--- config.mk ---
export PLATFORM = sky130hd
export DESIGN_NAME = sha256_stream_hash_flat
export DESIGN_NICKNAME = d
export VERILOG_FILES = /design/src/rtl/sh256_pkg.sv /design/src/rtl/sh256_if.sv /design/src/rtl/sh256_ctrl.sv /design/src/rtl/sh256_core.sv /design/src/rtl/sha256_stream_hash.sv /design/src/flat_wrapper.sv
export SDC_FILE = /design/constraint.sdc
export NUM_CORES = 2
export LEC_CHECK = 0
export ABC_AREA = 1
export ABC_CLOCK_PERIOD_IN_PS = 26500
export CAP_MARGIN = 20
export CORE_MARGIN = 10
export CORE_UTILIZATION = 40
export CTS_CLUSTER_SIZE = 40
export DETAILED_ROUTE_END_ITERATION = 10
export DONT_BUFFER_PORTS = 1
export GPL_TIMING_DRIVEN = 0
export PLACE_DENSITY = 0.57
export SLEW_MARGIN = 40
export SYNTH_ARGS = -nofsm -noshare
export SYNTH_HDL_FRONTEND = slang
export SYNTH_SLANG_ARGS = --single-unit
--- constraint.sdc ---
create_clock -name clk -period 26.5 [get_ports clk]
set_input_delay 1.325 -clock clk [delete_from_list [all_inputs] [get_ports clk]]
set_output_delay 1.325 -clock clk [all_outputs]
set_load 0.005 [all_outputs]
--- src/rtl/sh256_pkg.sv ---
// Shared types, constants and round functions for the SHA-256 stream hasher.
`timescale 1ns / 1ps
package sh256_pkg;

	localparam int unsigned HASH_WORDS = 8;
	localparam int unsigned ROUNDS     = 64;
	localparam logic [5:0]  LEN_POS    = 6'd56;
	localparam logic [5:0]  LAST_BYTE  = 6'd63;
	localparam logic [5:0]  LAST_ROUND = 6'd63;
	localparam logic [2:0]  LAST_WORD  = 3'd7;
	localparam logic [7:0]  PAD_MARK   = 8'h80;

	localparam logic [31:0] K_TABLE [ROUNDS] = '{
		32'h428a2f98, 32'h71374491, 32'hb5c0fbcf, 32'he9b5dba5,
		32'h3956c25b, 32'h59f111f1, 32'h923f82a4, 32'hab1c5ed5,
		32'hd807aa98, 32'h12835b01, 32'h243185be, 32'h550c7dc3,
		32'h72be5d74, 32'h80deb1fe, 32'h9bdc06a7, 32'hc19bf174,
		32'he49b69c1, 32'hefbe4786, 32'h0fc19dc6, 32'h240ca1cc,
		32'h2de92c6f, 32'h4a7484aa, 32'h5cb0a9dc, 32'h76f988da,
		32'h983e5152, 32'ha831c66d, 32'hb00327c8, 32'hbf597fc7,
		32'hc6e00bf3, 32'hd5a79147, 32'h06ca6351, 32'h14292967,
		32'h27b70a85, 32'h2e1b2138, 32'h4d2c6dfc, 32'h53380d13,
		32'h650a7354, 32'h766a0abb, 32'h81c2c92e, 32'h92722c85,
		32'ha2bfe8a1, 32'ha81a664b, 32'hc24b8b70, 32'hc76c51a3,
		32'hd192e819, 32'hd6990624, 32'hf40e3585, 32'h106aa070,
		32'h19a4c116, 32'h1e376c08, 32'h2748774c, 32'h34b0bcb5,
		32'h391c0cb3, 32'h4ed8aa4a, 32'h5b9cca4f, 32'h682e6ff3,
		32'h748f82ee, 32'h78a5636f, 32'h84c87814, 32'h8cc70208,
		32'h90befffa, 32'ha4506ceb, 32'hbef9a3f7, 32'hc67178f2
	};

	localparam logic [31:0] IV_TABLE [HASH_WORDS] = '{
		32'h6a09e667, 32'hbb67ae85, 32'h3c6ef372, 32'ha54ff53a,
		32'h510e527f, 32'h9b05688c, 32'h1f83d9ab, 32'h5be0cd19
	};

	typedef enum logic [2:0] {
		ST_IDLE,
		ST_PAD,
		ST_ROUND,
		ST_FOLD,
		ST_OUT
	} state_t;

	// Sequencer commands to the datapath
	typedef struct packed {
		logic       push;
		logic [7:0] push_data;
		logic       load;
		logic       round;
		logic [5:0] round_idx;
		logic       fold;
		logic       restart;
		logic [2:0] out_idx;
	} ctl_t;

	function automatic logic [31:0] rotr(input logic [31:0] x, input int unsigned n);
		rotr = (x >> n) | (x << (32 - n));
	endfunction

	function automatic logic [31:0] big_sigma0(input logic [31:0] x);
		big_sigma0 = rotr(x, 2) ^ rotr(x, 13) ^ rotr(x, 22);
	endfunction

	function automatic logic [31:0] big_sigma1(input logic [31:0] x);
		big_sigma1 = rotr(x, 6) ^ rotr(x, 11) ^ rotr(x, 25);
	endfunction

	function automatic logic [31:0] small_sigma0(input logic [31:0] x);
		small_sigma0 = rotr(x, 7) ^ rotr(x, 18) ^ (x >> 3);
	endfunction

	function automatic logic [31:0] small_sigma1(input logic [31:0] x);
		small_sigma1 = rotr(x, 17) ^ rotr(x, 19) ^ (x >> 10);
	endfunction

endpackage

--- src/rtl/sh256_if.sv ---
// Valid/ready channel interfaces for message bytes and digest words.
`timescale 1ns / 1ps
interface sh256_in_if;
	logic       valid;
	logic       ready;
	logic [7:0] data_byte;
	logic       byte_valid;
	logic       message_end;

	modport source (output valid, data_byte, byte_valid, message_end, input ready);
	modport sink   (input valid, data_byte, byte_valid, message_end, output ready);
endinterface

interface sh256_out_if;
	logic        valid;
	logic        ready;
	logic [31:0] digest_word;
	logic [2:0]  word_index;
	logic        last_word;

	modport source (output valid, digest_word, word_index, last_word, input ready);
	modport sink   (input valid, digest_word, word_index, last_word, output ready);
endinterface

--- src/rtl/sh256_ctrl.sv ---
// Sequencer: byte intake, padding, round count and digest readout.
`timescale 1ns / 1ps
module sh256_ctrl (
	input  logic            clk,
	input  logic            arst_n,
	input  logic            in_valid,
	input  logic [7:0]      in_data,
	input  logic            in_byte_valid,
	input  logic            in_end,
	output logic            in_ready,
	output logic            out_valid,
	input  logic            out_ready,
	output sh256_pkg::ctl_t ctl
);
	import sh256_pkg::*;

	state_t      state_q, state_nxt;
	logic [5:0]  fill_q;
	logic [63:0] bitcnt_q;
	logic        mark_q;
	logic        len_q;
	logic        pad_q;
	logic [5:0]  rnd_q;
	logic [2:0]  idx_q;
	logic        in_acc;
	logic        out_acc;
	logic [7:0]  pad_val;
	logic [2:0]  len_sel;
	logic        is_len;

	assign in_acc  = in_valid && in_ready;
	assign out_acc = out_valid && out_ready;

	// Padding byte: marker, zero fill, then the length most significant byte first
	assign is_len  = mark_q && (len_q || fill_q == LEN_POS);
	assign len_sel = LAST_WORD - fill_q[2:0];
	always_comb begin
		if (!mark_q) begin
			pad_val = PAD_MARK;
		end else if (!is_len) begin
			pad_val = 8'h00;
		end else begin
			pad_val = bitcnt_q[{len_sel, 3'b000} +: 8];
		end
	end

	always_comb begin
		state_nxt = state_q;
		unique case (state_q)
			ST_IDLE: begin
				if (in_acc) begin
					if (in_byte_valid && fill_q == LAST_BYTE) begin
						state_nxt = ST_ROUND;
					end else if (in_end) begin
						state_nxt = ST_PAD;
					end
				end
			end
			ST_PAD: begin
				if (fill_q == LAST_BYTE) begin
					state_nxt = ST_ROUND;
				end
			end
			ST_ROUND: begin
				if (rnd_q == LAST_ROUND) begin
					state_nxt = ST_FOLD;
				end
			end
			ST_FOLD: begin
				if (len_q) begin
					state_nxt = ST_OUT;
				end else if (pad_q) begin
					state_nxt = ST_PAD;
				end else begin
					state_nxt = ST_IDLE;
				end
			end
			ST_OUT: begin
				if (out_acc && idx_q == LAST_WORD) begin
					state_nxt = ST_IDLE;
				end
			end
			default: state_nxt = ST_IDLE;
		endcase
	end

	always_comb begin
		in_ready      = 1'b0;
		out_valid     = 1'b0;
		ctl.push      = 1'b0;
		ctl.push_data = in_data;
		ctl.load      = 1'b0;
		ctl.round     = 1'b0;
		ctl.round_idx = rnd_q;
		ctl.fold      = 1'b0;
		ctl.restart   = 1'b0;
		ctl.out_idx   = idx_q;
		unique case (state_q)
			ST_IDLE: begin
				in_ready = 1'b1;
				ctl.push = in_acc && in_byte_valid;
				ctl.load = in_acc && in_byte_valid && fill_q == LAST_BYTE;
			end
			ST_PAD: begin
				ctl.push      = 1'b1;
				ctl.push_data = pad_val;
				ctl.load      = fill_q == LAST_BYTE;
			end
			ST_ROUND: ctl.round = 1'b1;
			ST_FOLD:  ctl.fold = 1'b1;
			ST_OUT: begin
				out_valid   = 1'b1;
				ctl.restart = out_acc && idx_q == LAST_WORD;
			end
			default: ;
		endcase
	end

	always_ff @(posedge clk or negedge arst_n) begin
		if (!arst_n) begin
			state_q  <= ST_IDLE;
			fill_q   <= '0;
			bitcnt_q <= '0;
			mark_q   <= 1'b0;
			len_q    <= 1'b0;
			pad_q    <= 1'b0;
			rnd_q    <= '0;
			idx_q    <= '0;
		end else begin
			state_q <= state_nxt;
			if (ctl.push) begin
				fill_q <= fill_q + 6'd1;
			end
			if (state_q == ST_IDLE && in_acc) begin
				pad_q <= in_end;
				if (in_byte_valid) begin
					bitcnt_q <= bitcnt_q + 64'd8;
				end
			end
			if (state_q == ST_PAD) begin
				if (!mark_q) begin
					mark_q <= 1'b1;
				end else if (is_len) begin
					len_q <= 1'b1;
				end
			end
			if (ctl.round) begin
				rnd_q <= rnd_q + 6'd1;
			end
			if (out_acc) begin
				idx_q <= idx_q + 3'd1;
			end
			// Drop message state once the last word is taken
			if (ctl.restart) begin
				bitcnt_q <= '0;
				mark_q   <= 1'b0;
				len_q    <= 1'b0;
				pad_q    <= 1'b0;
			end
		end
	end

endmodule

--- src/rtl/sh256_core.sv ---
// Datapath: block buffer doubling as schedule window, round unit, chaining words.
`timescale 1ns / 1ps
module sh256_core (
	input  logic            clk,
	input  logic            arst_n,
	input  sh256_pkg::ctl_t ctl,
	output logic [31:0]     digest_word
);
	import sh256_pkg::*;

	logic [511:0] blk_q;
	logic [31:0]  v_q     [HASH_WORDS];
	logic [31:0]  chain_q [HASH_WORDS];
	logic [31:0]  w0, w1, w9, w14, w_new;
	logic [31:0]  t1, t2, ch, maj;

	// Word i of the window sits at blk_q[511-32*i -: 32]
	assign w0  = blk_q[511:480];
	assign w1  = blk_q[479:448];
	assign w9  = blk_q[223:192];
	assign w14 = blk_q[63:32];
	assign w_new = small_sigma1(w14) + w9 + small_sigma0(w1) + w0;

	assign ch  = (v_q[4] & v_q[5]) ^ (~v_q[4] & v_q[6]);
	assign maj = (v_q[0] & v_q[1]) ^ (v_q[0] & v_q[2]) ^ (v_q[1] & v_q[2]);
	assign t1  = v_q[7] + big_sigma1(v_q[4]) + ch + K_TABLE[ctl.round_idx] + w0;
	assign t2  = big_sigma0(v_q[0]) + maj;

	always_ff @(posedge clk) begin
		if (ctl.push) begin
			blk_q <= {blk_q[503:0], ctl.push_data};
		end else if (ctl.round) begin
			blk_q <= {blk_q[479:0], w_new};
		end
	end

	always_ff @(posedge clk) begin
		if (ctl.load) begin
			v_q <= chain_q;
		end else if (ctl.round) begin
			v_q[7] <= v_q[6];
			v_q[6] <= v_q[5];
			v_q[5] <= v_q[4];
			v_q[4] <= v_q[3] + t1;
			v_q[3] <= v_q[2];
			v_q[2] <= v_q[1];
			v_q[1] <= v_q[0];
			v_q[0] <= t1 + t2;
		end
	end

	always_ff @(posedge clk or negedge arst_n) begin
		if (!arst_n) begin
			chain_q <= IV_TABLE;
		end else if (ctl.restart) begin
			chain_q <= IV_TABLE;
		end else if (ctl.fold) begin
			for (int i = 0; i < HASH_WORDS; i++) begin
				chain_q[i] <= chain_q[i] + v_q[i];
			end
		end
	end

	assign digest_word = chain_q[ctl.out_idx];

endmodule

--- src/rtl/sha256_stream_hash.sv ---
// Top level of the SHA-256 stream hasher.
//
//   channel | dir | payload                               | handshake
//   msg     | in  | data_byte, byte_valid, message_end    | valid/ready
//   digest  | out | digest_word, word_index, last_word    | valid/ready
//
// Message bytes are taken one per cycle while idle; the byte that fills a block starts a
// compression of 64 rounds through the single round unit, then a fold into the chain.
// Closing a message pads one byte per cycle (at most 72 bytes) and runs one or two
// compressions before the first digest word is offered; the eight words then go out
// one per accepted handshake.
// msg.ready is high only while idle; digest words hold until taken.
// Reset loads the initial chaining values and clears the counters at once.
`timescale 1ns / 1ps
module sha256_stream_hash (
	input  logic        clk,
	input  logic        arst_n,
	sh256_in_if.sink    msg,
	sh256_out_if.source digest
);
	import sh256_pkg::*;

	ctl_t ctl;

	sh256_ctrl u_ctrl (
		.clk           (clk),
		.arst_n        (arst_n),
		.in_valid      (msg.valid),
		.in_data       (msg.data_byte),
		.in_byte_valid (msg.byte_valid),
		.in_end        (msg.message_end),
		.in_ready      (msg.ready),
		.out_valid     (digest.valid),
		.out_ready     (digest.ready),
		.ctl           (ctl)
	);

	sh256_core u_core (
		.clk         (clk),
		.arst_n      (arst_n),
		.ctl         (ctl),
		.digest_word (digest.digest_word)
	);

	assign digest.word_index = ctl.out_idx;
	assign digest.last_word  = ctl.out_idx == LAST_WORD;

endmodule

--- src/flat_wrapper.sv ---
// flat-port wrapper written by rule: the top's interface ports become plain ports
module sha256_stream_hash_flat import sh256_pkg::*;
  (clk, arst_n, msg_valid, msg_data_byte, msg_byte_valid, msg_message_end, msg_ready, digest_valid, digest_digest_word, digest_word_index, digest_last_word, digest_ready);
  sh256_in_if msg_i ();
  sh256_out_if digest_i ();
  input  logic clk;
  input  logic arst_n;
  input wire logic [$bits(msg_i.valid)-1:0] msg_valid;
  input wire logic [$bits(msg_i.data_byte)-1:0] msg_data_byte;
  input wire logic [$bits(msg_i.byte_valid)-1:0] msg_byte_valid;
  input wire logic [$bits(msg_i.message_end)-1:0] msg_message_end;
  output wire logic [$bits(msg_i.ready)-1:0] msg_ready;
  output wire logic [$bits(digest_i.valid)-1:0] digest_valid;
  output wire logic [$bits(digest_i.digest_word)-1:0] digest_digest_word;
  output wire logic [$bits(digest_i.word_index)-1:0] digest_word_index;
  output wire logic [$bits(digest_i.last_word)-1:0] digest_last_word;
  input wire logic [$bits(digest_i.ready)-1:0] digest_ready;
  assign msg_i.valid = msg_valid;
  assign msg_i.data_byte = msg_data_byte;
  assign msg_i.byte_valid = msg_byte_valid;
  assign msg_i.message_end = msg_message_end;
  assign msg_ready = msg_i.ready;
  assign digest_valid = digest_i.valid;
  assign digest_digest_word = digest_i.digest_word;
  assign digest_word_index = digest_i.word_index;
  assign digest_last_word = digest_i.last_word;
  assign digest_i.ready = digest_ready;
  sha256_stream_hash u_core (.clk(clk), .arst_n(arst_n), .msg(msg_i), .digest(digest_i));
endmodule
* Yosys cells after proc, flatten, opt, wreduce, memory -nomap -nowiden
Memory sizes are Yosys's and may differ from the RTL's.
Cells that the tools add are included.
** Cells by class
- Add/subtract/negate cells :: 23
- Magnitude comparators :: 2
- Equality and inequality tests :: 13
- Shift operators :: 1
- Mux-type cells :: 41
- Bitwise gates (word level) :: 29
- Reduce and logical (&&, ||, !) cells :: 21
** Operator list (count)
- $mux W256 :: 4
- $mux W512 :: 2
- $add A32 B32 Y32 :: 18
- $xor A32 B32 Y32 :: 9
- $mux W64 :: 3
- $and A32 B32 Y32 :: 5
- $mux W32 :: 4
- $bmux W32 S3 :: 1
- $add A64 B4 Y64 const B :: 1
- $shiftx A64 B7 Y8 :: 1
- $not A32 Y32 :: 1
- $or A10 B32 Y32 :: 1
- $or A13 B32 Y32 :: 1
- $or A14 B32 Y32 :: 1
- $or A15 B32 Y32 :: 1
- $or A19 B32 Y32 :: 1
- $or A21 B32 Y32 :: 1
- $or A25 B32 Y32 :: 1
- $or A26 B32 Y32 :: 1
- $or A30 B32 Y32 :: 1
- $or A7 B32 Y32 :: 1
- $xor A32 B22 Y32 :: 1
- $xor A32 B29 Y32 :: 1
- $mux W8 :: 3
- 24 further kinds :: 66
** Storage, ports and cells
- Register bits after elaboration :: 1109
- ROM bits :: 2048
- Input bits :: 14
- Output and inout port bits :: 38
- Word-level logic and storage cells :: 156
- Memories kept :: 1
** Memories
- (name not given) :: words 64, bits a word 32, read ports 1, clocked after Yosys merged registers in 0, wr ports 0, RTL line sh256_core.sv:26 : assign t1 = v_q[7] + big_sigma1(v_q[4]) + ch + K_TABLE[ctl.round_idx] + w0;

* Longest topological paths before layout
- Word-level depth :: 10
- Mapped depth :: 40
- Gate-level depth less buffers :: 39

* Cells and area by module
Synthesis repeated with hierarchy kept, for this count alone.
** Unflattened totals
- Cell total of the unflattened synthesis :: 10497
- Area total of the unflattened synthesis :: 81264.2 um^2
** Modules (own cells, without submodules)
- sh256_core :: times used 1, cells each 9688, area an instance 75834.0 um^2, seq. area each 29638.4 um^2
- sh256_ctrl :: times used 1, cells each 806, area an instance 5416.4 um^2, seq. area each 2052.0 um^2
- sha256_stream_hash :: times used 1, cells each 3, area an instance 13.8 um^2, seq. area each 0.0 um^2

* Worst setup path after synthesis
Ideal clock, no wire load.
- Path type :: input port to flip-flop
- Start :: input port msg_valid
- End :: register u_core.u_core.blk_q[0] (enable)
- Setup time :: 3686 ps
- Data arrival time :: 10466 ps
- Data required time :: 22814 ps
- Slack :: 12349 ps
- Stages on the path :: 7
- Path buffers :: 3
- Cells stage by stage :: nand3_4 -> nand2_1 -> buf_2 -> inv_2 -> clkbuf_1 -> buf_2 -> nand2_1
** Between the ends
- Word-level cells in the longest chain between the ends :: 4
** Ends and longest elaborated chain
- from (decl) :: RTL line flat_wrapper.sv:8 : input wire logic [$bits(msg_i.valid)-1:0] msg_valid;
- $logic_and A1 B1 Y1 :: RTL line sh256_ctrl.sv:31 : assign in_acc = in_valid && in_ready;
- $logic_and A1 B1 Y1 :: RTL line sh256_ctrl.sv:101 : ctl.push = in_acc && in_byte_valid;
- $pmux W1 S2 :: RTL line sh256_ctrl.sv:98 : unique case (state_q)
- $reduce_bool A2 Y1 (no source line)
- to (signal assigned) :: RTL line sh256_core.sv:31 : blk_q <= {blk_q[503:0], ctl.push_data};
- to (signal assigned) :: RTL line sh256_core.sv:33 : blk_q <= {blk_q[479:0], w_new};
- to (decl) :: RTL line sh256_core.sv:11 : logic [511:0] blk_q;
Every way passes these cells.
A chain may end at the register's enable or synchronous reset.

* Final worst setup path
- Start :: register u_core.u_ctrl.rnd_q[0]
- End :: register u_core.u_core.v_q[250] (netlist bit), data pin
** Between the ends
- Word-level cells in the longest chain between the ends :: 9
** Ends and longest elaborated chain
- from (decl) :: RTL line sh256_ctrl.sv:23 : logic [5:0] rnd_q;
- from (signal assigned) :: RTL line sh256_ctrl.sv:148 : rnd_q <= rnd_q + 6'd1;
- $not A6 Y7 (not written as such) :: RTL line sh256_core.sv:26
- $mem_v2 Z64 W32
- $mux W32 (not written as such) (2 in a row) :: RTL line sh256_core.sv:26
- $add A32 B32 Y32 (2 in a row) :: RTL line sh256_core.sv:26
- $add A32 B32 Y32 :: RTL line sh256_core.sv:48 : v_q[0] <= t1 + t2;
- $mux W256 :: RTL line sh256_core.sv:40 : end else if (ctl.round) begin
- $mux W256 :: RTL line sh256_core.sv:38 : if (ctl.load) begin
- to (signal assigned) :: RTL line sh256_core.sv:39 : v_q <= chain_q;
- to (decl) :: RTL line sh256_core.sv:12 : logic [31:0] v_q [HASH_WORDS];
Every way passes these cells. The select of a mux whose other input is x is not followed.

==> impl_summary.log <==
[metrics] Slew headroom: 31.1%
[metrics] status: completed
[metrics] deepest clock path buffer count: 3
[metrics] number of synthesized register bits: 1106
[metrics] count of cells resized by post-cts repair: 0
[metrics] most used cell along the critical path: sky130_fd_sc_hd__nand2_1
[metrics] number of global-route vias before repair: 74100
[metrics] pin count of the biggest net entering global routing: 97
[metrics] via count: 79000
[metrics] unrepaired setup endpoints after global routing: false
[metrics] Total Routed Length: 401 mm
[metrics] clock tree from TritonCTS: yes
[metrics] Design Area, Final: 90800 um^2
[metrics] fraction of layout instances using a drive strength above 1: 6.50%
[metrics] area of the mapped netlist: 81300 um^2
[metrics] I/O pins: 52
[metrics] number of antenna violations at the first check in global routing: 29
[metrics] synthesized netlist cell count: 10500
[metrics] synthesized area divided by synthesized cell count: 7.73 um^2
[metrics] Placed Area: 85900 um^2
[metrics] area delta synth->final: 11.6%
[metrics] first-pass iteration count of the detailed router: 10
[metrics] Hold Fails Final Rpt: 0
[metrics] Worst EP arrival: 10.27 ns
[metrics] crit end category: flip-flop
[metrics] hold bufs inserted after CTS: 0
[metrics] Initial Utilization: 40.2%
[metrics] Main synth FF type: sky130_fd_sc_hd__edfxtp_1
[metrics] final setup violation count: 0
[metrics] violation count after the first detailed-route iteration: 10000
[metrics] maximum clock skew at final layout: 0.0686 ns
[metrics] max-capacitance violation count: 0
[metrics] Die Width: 471 um
[metrics] clock network latency to the later pin of the worst-skew pair: 0.85 ns
[metrics] Post-synth EDFFs: 768
[metrics] die area: 222000 um^2
[metrics] Final Critical Period: 9.76 ns
[metrics] Worst Tran Pin Value: 1.03 ns
[metrics] most frequent cells in the layout: 3038 x sky130_fd_sc_hd__nand2_1, 1314 x sky130_fd_sc_hd__inv_1, 981 x sky130_fd_sc_hd__o21ai_0
[metrics] final clock period utilization by the worst path: 36.8%
[metrics] clock slew seen by the registers of the worst setup and hold paths: 0.07 ns
[metrics] root buf cell: sky130_fd_sc_hd__clkbuf_16
[metrics] area of the placeable core: 202000 um^2
[metrics] HPWL reported at the end of detailed placement: 325 mm
[metrics] All-Layer GR Usage: 34.8%
[metrics] die boundary height: 471 um
[metrics] Syn Nets: 11100
[metrics] Min-Delay Path Class: input pin to async pin
[metrics] remaining antenna violation count: 0
[metrics] # H-tree levels: 4
[metrics] clock net sink count: 1106
[metrics] total overflow reported by the global router: 0
[metrics] hold slack final: 0.176 ns
[metrics] leading cell type in the layout, fill and taps excluded: sky130_fd_sc_hd__nand2_1
[metrics] post-route DRC violation count: 0
[metrics] first-pass GRT wire length: 557 mm
[metrics] sort of element at the start of the critical path: flip-flop
[metrics] data required time at the worst endpoint: 27.01 ns
[metrics] average via count per standard cell: 5.85
[metrics] startpoint-to-endpoint class of the critical path: flip-flop to flip-flop
[metrics] Yosys Warn Count: 0
[metrics] Setup Buffers After CTS: 0
[metrics] part of the Yosys area used for sequential elements: 39.0%
[metrics] count of distinct cell types in the synthesized netlist: 68
[metrics] critical-path cell with the highest stage delay: sky130_fd_sc_hd__nor4_1
[metrics] Max Fanout on Critical Path: 10
[metrics] port bufs: 0
[metrics] Async SR Flop Fraction: 30.6%
[metrics] sum of negative setup slack: 0 ns
[metrics] max-slew violation count: 0
[metrics] final routed wire length divided by cell count: 29.7 um
[metrics] crit-path max cell delay: 0.69 ns
[metrics] final estimated routing congestion in global placement: 1.09
[metrics] total clock buffers created by CTS: 139
[metrics] final layout net count: 11300
[metrics] upper clock frequency limit: 102 MHz
[metrics] Std-Cell Rows: 165
[metal layers]
layer	vias up	wire (um)	GRT usage [%]
met2	4271	169000	51.6
met4	10	28700	20.0
li1	35300	-	-
met3	924	39000	7.87
met1	38400	165000	46.6
met5	-	72	0
[worst max-delay path: cells and delay by family, from the launching register on]
family / cells / cell delay, ns
fa+ha+maj: 6 / 2.62
simple gates: 17 / 3.01
xor+xnor: 1 / 0.49
buf+inv: 7 / 1.46
flops: 1 / 0.60
compound gates: 5 / 1.24
[cells in the mapped netlist, types with 20 or more instances]
cell | n | area (um^2)
sky130_fd_sc_hd__inv_1 | 1314 | 4930
sky130_fd_sc_hd__dfrtp_1 | 202 | 5050
sky130_fd_sc_hd__dfstp_2 | 136 | 3570
sky130_fd_sc_hd__nor3_1 | 100 | 500
sky130_fd_sc_hd__buf_1 | 28 | 105
sky130_fd_sc_hd__a21boi_0 | 40 | 300
sky130_fd_sc_hd__o21bai_1 | 45 | 338
sky130_fd_sc_hd__edfxtp_1 | 768 | 23100
sky130_fd_sc_hd__xnor2_1 | 170 | 1490
sky130_fd_sc_hd__nand2_1 | 3040 | 11400
sky130_fd_sc_hd__or2_2 | 32 | 200
sky130_fd_sc_hd__o21ai_0 | 1012 | 5060
sky130_fd_sc_hd__o221ai_1 | 20 | 175
sky130_fd_sc_hd__xor2_1 | 246 | 2150
sky130_fd_sc_hd__a21oi_1 | 650 | 3250
sky130_fd_sc_hd__o21ai_1 | 40 | 200
sky130_fd_sc_hd__nand3b_1 | 22 | 165
sky130_fd_sc_hd__o211ai_1 | 32 | 240
sky130_fd_sc_hd__buf_2 | 119 | 596
sky130_fd_sc_hd__a21o_1 | 35 | 263
sky130_fd_sc_hd__nor2_1 | 693 | 2600
sky130_fd_sc_hd__ha_1 | 402 | 5030
sky130_fd_sc_hd__buf_4 | 20 | 150
sky130_fd_sc_hd__clkbuf_1 | 226 | 848
sky130_fd_sc_hd__a221oi_1 | 20 | 175
sky130_fd_sc_hd__nor4_1 | 34 | 213
sky130_fd_sc_hd__nand4_1 | 125 | 782
sky130_fd_sc_hd__a31oi_1 | 75 | 469
sky130_fd_sc_hd__nand3_1 | 381 | 1910
sky130_fd_sc_hd__o22ai_1 | 116 | 726
sky130_fd_sc_hd__fa_1 | 195 | 3900
sky130_fd_sc_hd__o21a_1 | 37 | 278
[flip-flops by register name (all words and copies together), names as in the netlist]
name                    cells
u_core.u_ctrl.idx_q         3
u_core.u_ctrl.pad_q         1
u_core.u_ctrl.bitcnt_q     61
u_core.u_ctrl.state_q       3
u_core.u_ctrl.fill_q        6
u_core.u_core.blk_q       512
u_core.u_core.chain_q     256
u_core.u_core.v_q         256
u_core.u_ctrl.len_q         1
u_core.u_ctrl.mark_q        1
u_core.u_ctrl.rnd_q         6
[worst paths after layout]
check | end | slack (ns) | from | depth (start not counted)
hold reg to reg | u_core.u_ctrl.fill_q[5] | 0.47 | u_core.u_ctrl.fill_q[5] | 1
hold / removal | u_core.u_ctrl.rnd_q[4] | 0.18 | arst_n | 0
min in group clk | u_core.u_ctrl.fill_q[5] | 0.47 | u_core.u_ctrl.fill_q[5] | 1
setup / recovery | u_core.u_core.v_q[250] | 16.74 | u_core.u_ctrl.rnd_q[0] | 36
max in group asynchronous | u_core.u_core.chain_q[42] | 24.48 | arst_n | 3
setup reg to reg | u_core.u_core.v_q[250] | 16.74 | u_core.u_ctrl.rnd_q[0] | 36
[metrics by stage]
| stage | setup WS [ns] | instances | util, % |
|---|---|---|---|
| 4_1_cts | 16.97 | 13500 | 44.9 |
| 3_5_place_dp | 17.03 | 13200 | 42.5 |
| 2_1_floorplan | 12.35 | 10500 | - |
| 3_3_place_gp | 5.75 | 13200 | 41.9 |
| 6_report | 16.74 | 13500 | 44.9 |
| 5_1_grt | 16.50 | 13500 | 44.9 |
[cell families after synthesis]
logic type | count (synthesis) | share of synthesized area, %
xor+xnor | 416 | 4.48
flops | 1106 | 39.0
fa+ha+maj | 597 | 11.0
compound gates | 2214 | 15.1
buf+inv | 1721 | 8.24
simple gates | 4462 | 22.2
[area by class of cell]
type | count | area [um^2]
Buffer | 395 | 1810
Antenna cell | 13 | 32.5
Timing Repair Buffer | 50 | 1040
Tap cell | 2672 | 3340
Clock inverter | 76 | 1030
Clock buffer | 181 | 3730
Multi-Input combinational cell | 7689 | 43100
Inverter | 1326 | 4980
Fill cell | 20600 | 111000
Sequential cell | 1106 | 31700
Power is not shown: default switching activity piles up to over one toggle a cycle in this logic, so the estimate is an artifact.
